<file path="src/rtl/deque_pkg.sv">
// ----------------------------------------------------------------------------
// deque_pkg
// Shared sizes, request and status codes, types and ring pointer helpers
// for the double-ended queue.
// ----------------------------------------------------------------------------
package deque_pkg;

    localparam int DEPTH = 64;
    localparam int WIDTH = 32;
    localparam int PTR_W = (DEPTH > 1) ? $clog2(DEPTH) : 1;
    localparam int CNT_W = $clog2(DEPTH + 1);

    typedef logic [1:0]              kind_t;
    typedef logic [1:0]              status_t;
    typedef logic signed [WIDTH-1:0] word_t;
    typedef logic [PTR_W-1:0]        ptr_t;
    typedef logic [CNT_W-1:0]        cnt_t;

    localparam kind_t KIND_PUSH_FRONT = 2'd0;
    localparam kind_t KIND_POP_FRONT  = 2'd1;
    localparam kind_t KIND_INJECT     = 2'd2;
    localparam kind_t KIND_EJECT      = 2'd3;

    localparam status_t STAT_OK    = 2'd0;
    localparam status_t STAT_FULL  = 2'd1;
    localparam status_t STAT_EMPTY = 2'd2;

    localparam ptr_t PTR_LAST = PTR_W'(DEPTH - 1);
    localparam cnt_t CNT_FULL = CNT_W'(DEPTH);

    typedef struct packed {
        logic load;
        logic exec;
    } deque_cmd_t;

    function automatic ptr_t ptr_next(input ptr_t p);
        return (p == PTR_LAST) ? '0 : ptr_t'(p + 1'b1);
    endfunction

    function automatic ptr_t ptr_prev(input ptr_t p);
        return (p == '0) ? PTR_LAST : ptr_t'(p - 1'b1);
    endfunction

endpackage

</file>
<file path="src/rtl/deque_ctrl.sv">
// ----------------------------------------------------------------------------
// deque_ctrl
// Request sequencer: accept a request, run one ring access, then present
// the result beat for one cycle.
// ----------------------------------------------------------------------------
module deque_ctrl (
    input  logic                 clk,
    input  logic                 rst_n,
    input  logic                 start,
    output logic                 busy,
    output logic                 done,
    output deque_pkg::deque_cmd_t cmd
);
    import deque_pkg::*;

    localparam logic [1:0] S_IDLE   = 2'd0;
    localparam logic [1:0] S_ACCESS = 2'd1;
    localparam logic [1:0] S_RESULT = 2'd2;

    logic [1:0] state_reg;
    logic [1:0] state_next;

    always_comb
    begin
        state_next = state_reg;
        unique case (state_reg)
            S_IDLE:
            begin
                if (start)
                begin
                    state_next = S_ACCESS;
                end
            end
            S_ACCESS: state_next = S_RESULT;
            S_RESULT: state_next = S_IDLE;
            default:  state_next = S_IDLE;
        endcase
    end

    always_ff @(posedge clk or negedge rst_n)
    begin
        if (!rst_n)
        begin
            state_reg <= S_IDLE;
        end
        else
        begin
            state_reg <= state_next;
        end
    end

    assign busy     = (state_reg != S_IDLE);
    assign done     = (state_reg == S_RESULT);
    assign cmd.load = (state_reg == S_IDLE) && start;
    assign cmd.exec = (state_reg == S_ACCESS);

    a_load_then_exec: assert property (@(posedge clk) disable iff (!rst_n)
        cmd.load |=> cmd.exec) else $error("access did not follow accept");
    a_exec_then_done: assert property (@(posedge clk) disable iff (!rst_n)
        cmd.exec |=> done) else $error("result beat did not follow access");
    a_done_single: assert property (@(posedge clk) disable iff (!rst_n)
        done |=> !done && !busy) else $error("result beat longer than one cycle");

endmodule

</file>
<file path="src/rtl/deque_dp.sv">
// ----------------------------------------------------------------------------
// deque_dp
// Ring store with head and tail pointers and a fill count; holds the
// request, performs or refuses one insert or removal and registers the result.
// ----------------------------------------------------------------------------
module deque_dp (
    input  logic                  clk,
    input  logic                  rst_n,
    input  deque_pkg::deque_cmd_t cmd,
    input  deque_pkg::kind_t      kind,
    input  deque_pkg::word_t      value_in,
    output deque_pkg::word_t      value_out,
    output deque_pkg::status_t    status
);
    import deque_pkg::*;

    word_t   mem [DEPTH];

    kind_t   kind_reg;
    word_t   word_reg;
    word_t   data_reg;
    status_t status_reg;
    status_t status_next;
    ptr_t    head_reg;
    ptr_t    head_next;
    ptr_t    tail_reg;
    ptr_t    tail_next;
    cnt_t    cnt_reg;
    cnt_t    cnt_next;

    ptr_t    addr;
    logic    is_insert;
    logic    has_room;
    logic    has_data;
    logic    wr_en;
    logic    rd_en;

    assign is_insert = (kind_reg == KIND_PUSH_FRONT) || (kind_reg == KIND_INJECT);
    assign has_room  = (cnt_reg != CNT_FULL);
    assign has_data  = (cnt_reg != '0);
    assign wr_en     = cmd.exec && is_insert && has_room;
    assign rd_en     = cmd.exec && !is_insert && has_data;

    always_comb
    begin
        unique case (kind_reg)
            KIND_PUSH_FRONT: addr = ptr_prev(head_reg);
            KIND_POP_FRONT:  addr = head_reg;
            KIND_INJECT:     addr = tail_reg;
            KIND_EJECT:      addr = ptr_prev(tail_reg);
            default:         addr = head_reg;
        endcase
    end

    always_comb
    begin
        head_next   = head_reg;
        tail_next   = tail_reg;
        cnt_next    = cnt_reg;
        status_next = status_reg;
        if (cmd.exec)
        begin
            status_next = STAT_OK;
            priority if (is_insert && !has_room)
            begin
                status_next = STAT_FULL;
            end
            else if (!is_insert && !has_data)
            begin
                status_next = STAT_EMPTY;
            end
            else
            begin
                unique case (kind_reg)
                    KIND_PUSH_FRONT: head_next = addr;
                    KIND_POP_FRONT:  head_next = ptr_next(head_reg);
                    KIND_INJECT:     tail_next = ptr_next(tail_reg);
                    KIND_EJECT:      tail_next = addr;
                    default:         head_next = head_reg;
                endcase
                cnt_next = is_insert ? cnt_t'(cnt_reg + 1'b1) : cnt_t'(cnt_reg - 1'b1);
            end
        end
    end

    always_ff @(posedge clk or negedge rst_n)
    begin
        if (!rst_n)
        begin
            head_reg   <= '0;
            tail_reg   <= '0;
            cnt_reg    <= '0;
            status_reg <= STAT_OK;
        end
        else
        begin
            head_reg   <= head_next;
            tail_reg   <= tail_next;
            cnt_reg    <= cnt_next;
            status_reg <= status_next;
        end
    end

    always_ff @(posedge clk)
    begin
        if (cmd.load)
        begin
            kind_reg <= kind;
            word_reg <= value_in;
        end
    end

    always_ff @(posedge clk)
    begin
        if (wr_en)
        begin
            mem[addr] <= word_reg;
        end
        if (cmd.exec)
        begin
            data_reg <= rd_en ? mem[addr] : '0;
        end
    end

    assign value_out = data_reg;
    assign status    = status_reg;

    a_cnt_bound: assert property (@(posedge clk) disable iff (!rst_n)
        cnt_reg <= CNT_FULL) else $error("fill count above depth");
    a_full_refused: assert property (@(posedge clk) disable iff (!rst_n)
        cmd.exec && is_insert && !has_room |=> status_reg == STAT_FULL && $stable(cnt_reg))
        else $error("insert into full ring not refused");
    a_cnt_idle: assert property (@(posedge clk) disable iff (!rst_n)
        !cmd.exec |=> $stable(cnt_reg) && $stable(head_reg) && $stable(tail_reg))
        else $error("ring state moved without access");

endmodule

</file>
<file path="src/rtl/double_ended_queue.sv">
// ----------------------------------------------------------------------------
// double_ended_queue
// Bounded double-ended queue of signed words in a 64-entry ring store.
//
// Request channel: drive kind and value_in with start high; the beat is taken
// at a rising edge where start is high and busy is low. kind selects push at
// the front, pop from the front, inject at the rear or eject from the rear.
// Result channel: every request yields exactly one result beat, marked by
// done for one cycle, with value_out (removed word, zero otherwise) and
// status (ok, full for a refused insert, empty for a refused removal).
// Sequencing: an accepted request moves through an access state, in which the
// ring store is read or written, and then the result state; busy stays high
// until the result beat is delivered, so no new request is taken before then.
// Reset clears head, tail and fill count; the queue is then empty.
// The receiver cannot stall: a result beat is valid for its single cycle only.
// ----------------------------------------------------------------------------
module double_ended_queue (
    input  logic               clk,
    input  logic               rst_n,
    input  logic               start,
    output logic               busy,
    input  deque_pkg::kind_t   kind,
    input  deque_pkg::word_t   value_in,
    output logic               done,
    output deque_pkg::word_t   value_out,
    output deque_pkg::status_t status
);
    import deque_pkg::*;

    deque_cmd_t cmd;

    deque_ctrl u_ctrl (
        .clk   (clk),
        .rst_n (rst_n),
        .start (start),
        .busy  (busy),
        .done  (done),
        .cmd   (cmd)
    );

    deque_dp u_dp (
        .clk       (clk),
        .rst_n     (rst_n),
        .cmd       (cmd),
        .kind      (kind),
        .value_in  (value_in),
        .value_out (value_out),
        .status    (status)
    );

endmodule

</file>
<file path="config.mk">
export PLATFORM = sky130hd
export DESIGN_NAME = double_ended_queue
export DESIGN_NICKNAME = d
export VERILOG_FILES = /design/src/rtl/deque_pkg.sv /design/src/rtl/deque_ctrl.sv /design/src/rtl/deque_dp.sv /design/src/rtl/double_ended_queue.sv
export SDC_FILE = /design/constraint.sdc
export NUM_CORES = 2
export LEC_CHECK = 0
export BUFFER_PORTS_ARGS = -buffer_cell sky130_fd_sc_hd__buf_4
export CAP_MARGIN = 10
export CELL_PAD_IN_SITES_DETAIL_PLACEMENT = 1
export CELL_PAD_IN_SITES_GLOBAL_PLACEMENT = 1
export CORE_MARGIN = 2
export CORE_UTILIZATION = 40
export CTS_CLUSTER_DIAMETER = 40
export CTS_CLUSTER_SIZE = 30
export DETAILED_ROUTE_END_ITERATION = 16
export GPL_TIMING_DRIVEN = 0
export PLACE_DENSITY = 0.62
export SETUP_SLACK_MARGIN = 0.2
export SKIP_LAST_GASP = 1
export SYNTH_ARGS = -nofsm -noshare
export SYNTH_HDL_FRONTEND = slang
export SYNTH_HIERARCHICAL = 1
export SYNTH_SLANG_ARGS = --single-unit
</file>
<file path="constraint.sdc">
create_clock -name clk -period 6.1 [get_ports clk]
set_input_delay 0.305 -clock clk [delete_from_list [all_inputs] [get_ports clk]]
set_output_delay 0.305 -clock clk [all_outputs]
set_load 0.02 [all_outputs]
</file>
==> summary.md <==
| Metric | Value |
|---|---|
| Status | complete, no violations |
| Iter 0 DRT Violations | 8305 |
| Design area | 107800 sq um |
| Routed length per placed instance | 34.56 microns |
| Max reg flops | 2048 |
| CP most frequent cell | nand3_1 |
| Core ar. | 211900 sq um |
| Syn Area/Cell | 13.55 sq um |
| Leakage power | 38.09 nW |
| Critical path fanouts, max | 10 |
| Clock root buffer | clkbuf_16 |
| First drt pass iteration count | 5 |
| Fin crit share | 97.04% |
| Largest delay share family, worst path | buffers and inverters |
| Pwr dens | 548.2 nW/um^2 |
| VDD IR max | 0.3444 mV |
| Place WS | -512.6 ps |
| WP data arrival | 6480 ps |
| CTS tree | built |
| Final core utilization | 50.86% |
| Post-route ant nets | 0 |
| # setup viols final | 0 |
| Area Growth Syn to Fin | 26.61% |
| Kind of critical path | register to register |
| Crit end category | register |
| First-pass GRT wire length | 481000 microns |
| Top cells by area, synth | edfxtp_1, nand2_1, nand3_1, mux2i_1, and3_1 |
| Area leader, netlist | edfxtp_1 |
| Fin crit period | 5919 ps |
| Fillers | 20.83k |
| Die area | 216500 sq um |
| Site Rows | 169 |
| Post-Synthesis Cells | 6282 |
| Fin nets | 7064 |
| GRT Util Overall | 31.83% |
| Buf+Inv Stages, Crit Path | 4 |
| Worst slew pin tran | 1353 ps |
| Number of remaining DRC errors | 0 |
| Gp weighted congestion | 0.9003 |
| Setup tns final | 0 ps |
| Primary FF master, synth | edfxtp_1 |
| Clock transition at path regs | 60 ps |
| Critical path's largest stage delay | 850 ps |
| Startpoint class of the critical path | register |
| Skew final | 51.88 ps |
| Pin count of the biggest net entering global routing | 39 |
| Area of the multi-input gates | 19470 sq um |
| Cells along the critical path | inv_1 -> ha_1 -> and3_1 -> o21ai_0 -> nand3_1 -> clkbuf_1 -> buf_2 -> buf_1 -> nand3_1 -> nand3_1 -> a21oi_1 -> nor4_1 -> a31oi_1 |
| Final non-filler cell total | 10.14k |
| Max-slew violations | 0 |
| Yosys top cell area share | 74.58% |
| Mapped Area | 85120 sq um |
| Die Ht | 465.3 microns |
| RSZ-0062 raised after global routing | false |
| Post-synth ARST share | 1.076% |
| Sequential fraction of the synthesis area | 75.26% |
| Final wirelength | 350400 microns |
| HP Class | input port to register |
| Vias | 61.04k |
| Final Hold Viols | 0 |
| Fraction of layout cells with a size suffix above 1 | 16.74% |
| Clk sink count | 2137 |
| Maxcap violations | 0 |
| Initial antenna violation count | 27 |
| CP max stage cell | nor4_1 |
| H-tree levels | 5 |
| Storage cell area | 64060 sq um |
| Initial Util | 40.17% |
| Detailed placement HPWL | 241400 microns |
| Placed Cells incl. Taps | 9370 |
| Worst Hold Slack | 65.37 ps |
| Die width | 465.3 microns |
| CTS Buffer Depth | 4 |
| Gr ovfl total | 0 |
| Final WS setup | 180.6 ps |
| Clock Latency Late Sink | 970 ps |
| Ports | 73 |
| Synth warn | 6 |
| Number of global-route vias before repair | 61.27k |
| Power, Total | 59.08 mW |
| Post-synthesis cell type count | 57 |
| Vias per inst | 6.022 |
| Slew headroom | 9.793% |
| Fmax | 168.9 MHz |
| Syn nets | 6330 |
| Placed instance area | 94190 sq um |
| EDFF count, synth | 2114 |
| CTS Buf Count | 367 |
| Port bufs | 72 |
| Synthesis-stage register bit count | 2137 |
| Worst EP required | 6660 ps |
==> cell families after synthesis <==
| kind of cell | count (synthesis) | synth area share [%] |
|---|---|---|
| compound gates | 642 | 5.630 |
| xor+xnor | 14 | 0.1441 |
| fa+ha+maj | 11 | 0.1705 |
| buf+inv | 450 | 2.493 |
| flops | 2137 | 75.26 |
| mux | 158 | 1.889 |
| simple gates | 2870 | 14.42 |
==> worst register-to-register path, delay by kind of cell (launching register included) <==
kind / cells / cell delay, ps
buffers and inverters: 4 / 2250
and+or+nand+nor: 5 / 1940
AOI/OAI and AO/OA: 3 / 620
DFF: 1 / 460
adders and majority gates: 1 / 260
==> cell usage after synthesis, drive strengths merged (2+ instances only) <==
cell type and number:
buf 232, nor2b 5, a22o 4, nor4 23, nor3 14, a311oi 128, xnor2 9, o21ai 21
nor3b 4, nor2 80, mux2i 155, a21o 4, a311o 106, clkbuf 204, o31ai 2, and3 241
or3 7, xor2 5, edfxtp 2114, a21oi 122, a31oi 162, ha 10, or2 2, o32a 2
a21boi 2, mux4 2, o32ai 2, and2 2, dfrtp 23, o22a 64, nand2b 4, nand3 594
a22oi 3, inv 14, o22ai 12, nand2 1892
==> layer usage <==
metal / vias to the layer above / GRT usage (%) / routed length, microns
met5: - / 0 / 66
met4: 8 / 18.21 / 22630
met3: 878 / 7.432 / 37450
met2: 3641 / 48.59 / 157100
met1: 31541 / 41.78 / 133100
li1: 24972 / - / -
==> area by class of cell <==
class                   count  area share (%)
diodes                      8         0.01858
clock inverters           263           2.782
plain buffers             436           1.923
clock buffers             398           8.806
multi-input cells        3695           18.06
well taps                2821           3.275
inverters                  14         0.04876
repair buffers            365           5.645
flip-flops and latches   2137           59.44
==> where the power goes <==
part	leakage, nW	internal [mW]	switching, mW
combinational	12.7	5.65	15.7
clock	6.03	13.4	7.61
sequential	19.3	16.5	0.199
total	38.1	35.5	23.5
==> what timing repair did <==
item	CTS	global route
hold endpoints to repair	65	0
pin swaps	20	1
setup buffers	49	5
hold buffers	38	0
gates resized for setup	7	2
setup endpoints to repair	1045	464
==> worst paths after layout <==
check	from	endpoint	slack (ps)	depth (start not counted)
max	u_dp/tail_reg[1]	u_dp/value_out[30]	180	13
min	value_in[17]	u_dp/word_reg[17]	70	2
max reg2reg	u_dp/tail_reg[1]	u_dp/value_out[30]	180	13
min reg2reg	u_dp/cnt_reg[2]	u_dp/cnt_reg[2]	510	2
max in group asynchronous	rst_n	u_dp/head_reg[3]	5550	4
min in group asynchronous	rst_n	u_dp/status[1]	390	4
==> layout by cell type (no fill, tap or decap), types with 16 or more instances in the layout <==
cell type / Yosys / final
o21ai_0: 20 / 20
buf_12: 0 / 82
a21oi_1: 122 / 121
mux2i_1: 155 / 155
buf_8: 0 / 17
a31oi_1: 162 / 162
clkinv_4: 0 / 36
edfxtp_1: 2114 / 2114
o22a_1: 64 / 64
clkinvlp_4: 0 / 38
dfrtp_1: 23 / 23
nor2_1: 80 / 16
and3_1: 241 / 241
nand2_1: 1892 / 1892
clkinv_2: 0 / 45
inv_6: 0 / 48
buf_6: 21 / 27
nand3_1: 594 / 589
nor4_1: 23 / 22
buf_1: 28 / 28
a311oi_1: 128 / 128
buf_4: 18 / 133
clkbuf_16: 0 / 375
dlygate4sd3_1: 0 / 37
buf_2: 165 / 168
nor2_4: 0 / 64
a311o_1: 106 / 106
clkinv_1: 0 / 34
bufinv_16: 0 / 48
clkbuf_1: 203 / 222
buf_16: 0 / 104
Power figures use the tool's default switching activity.
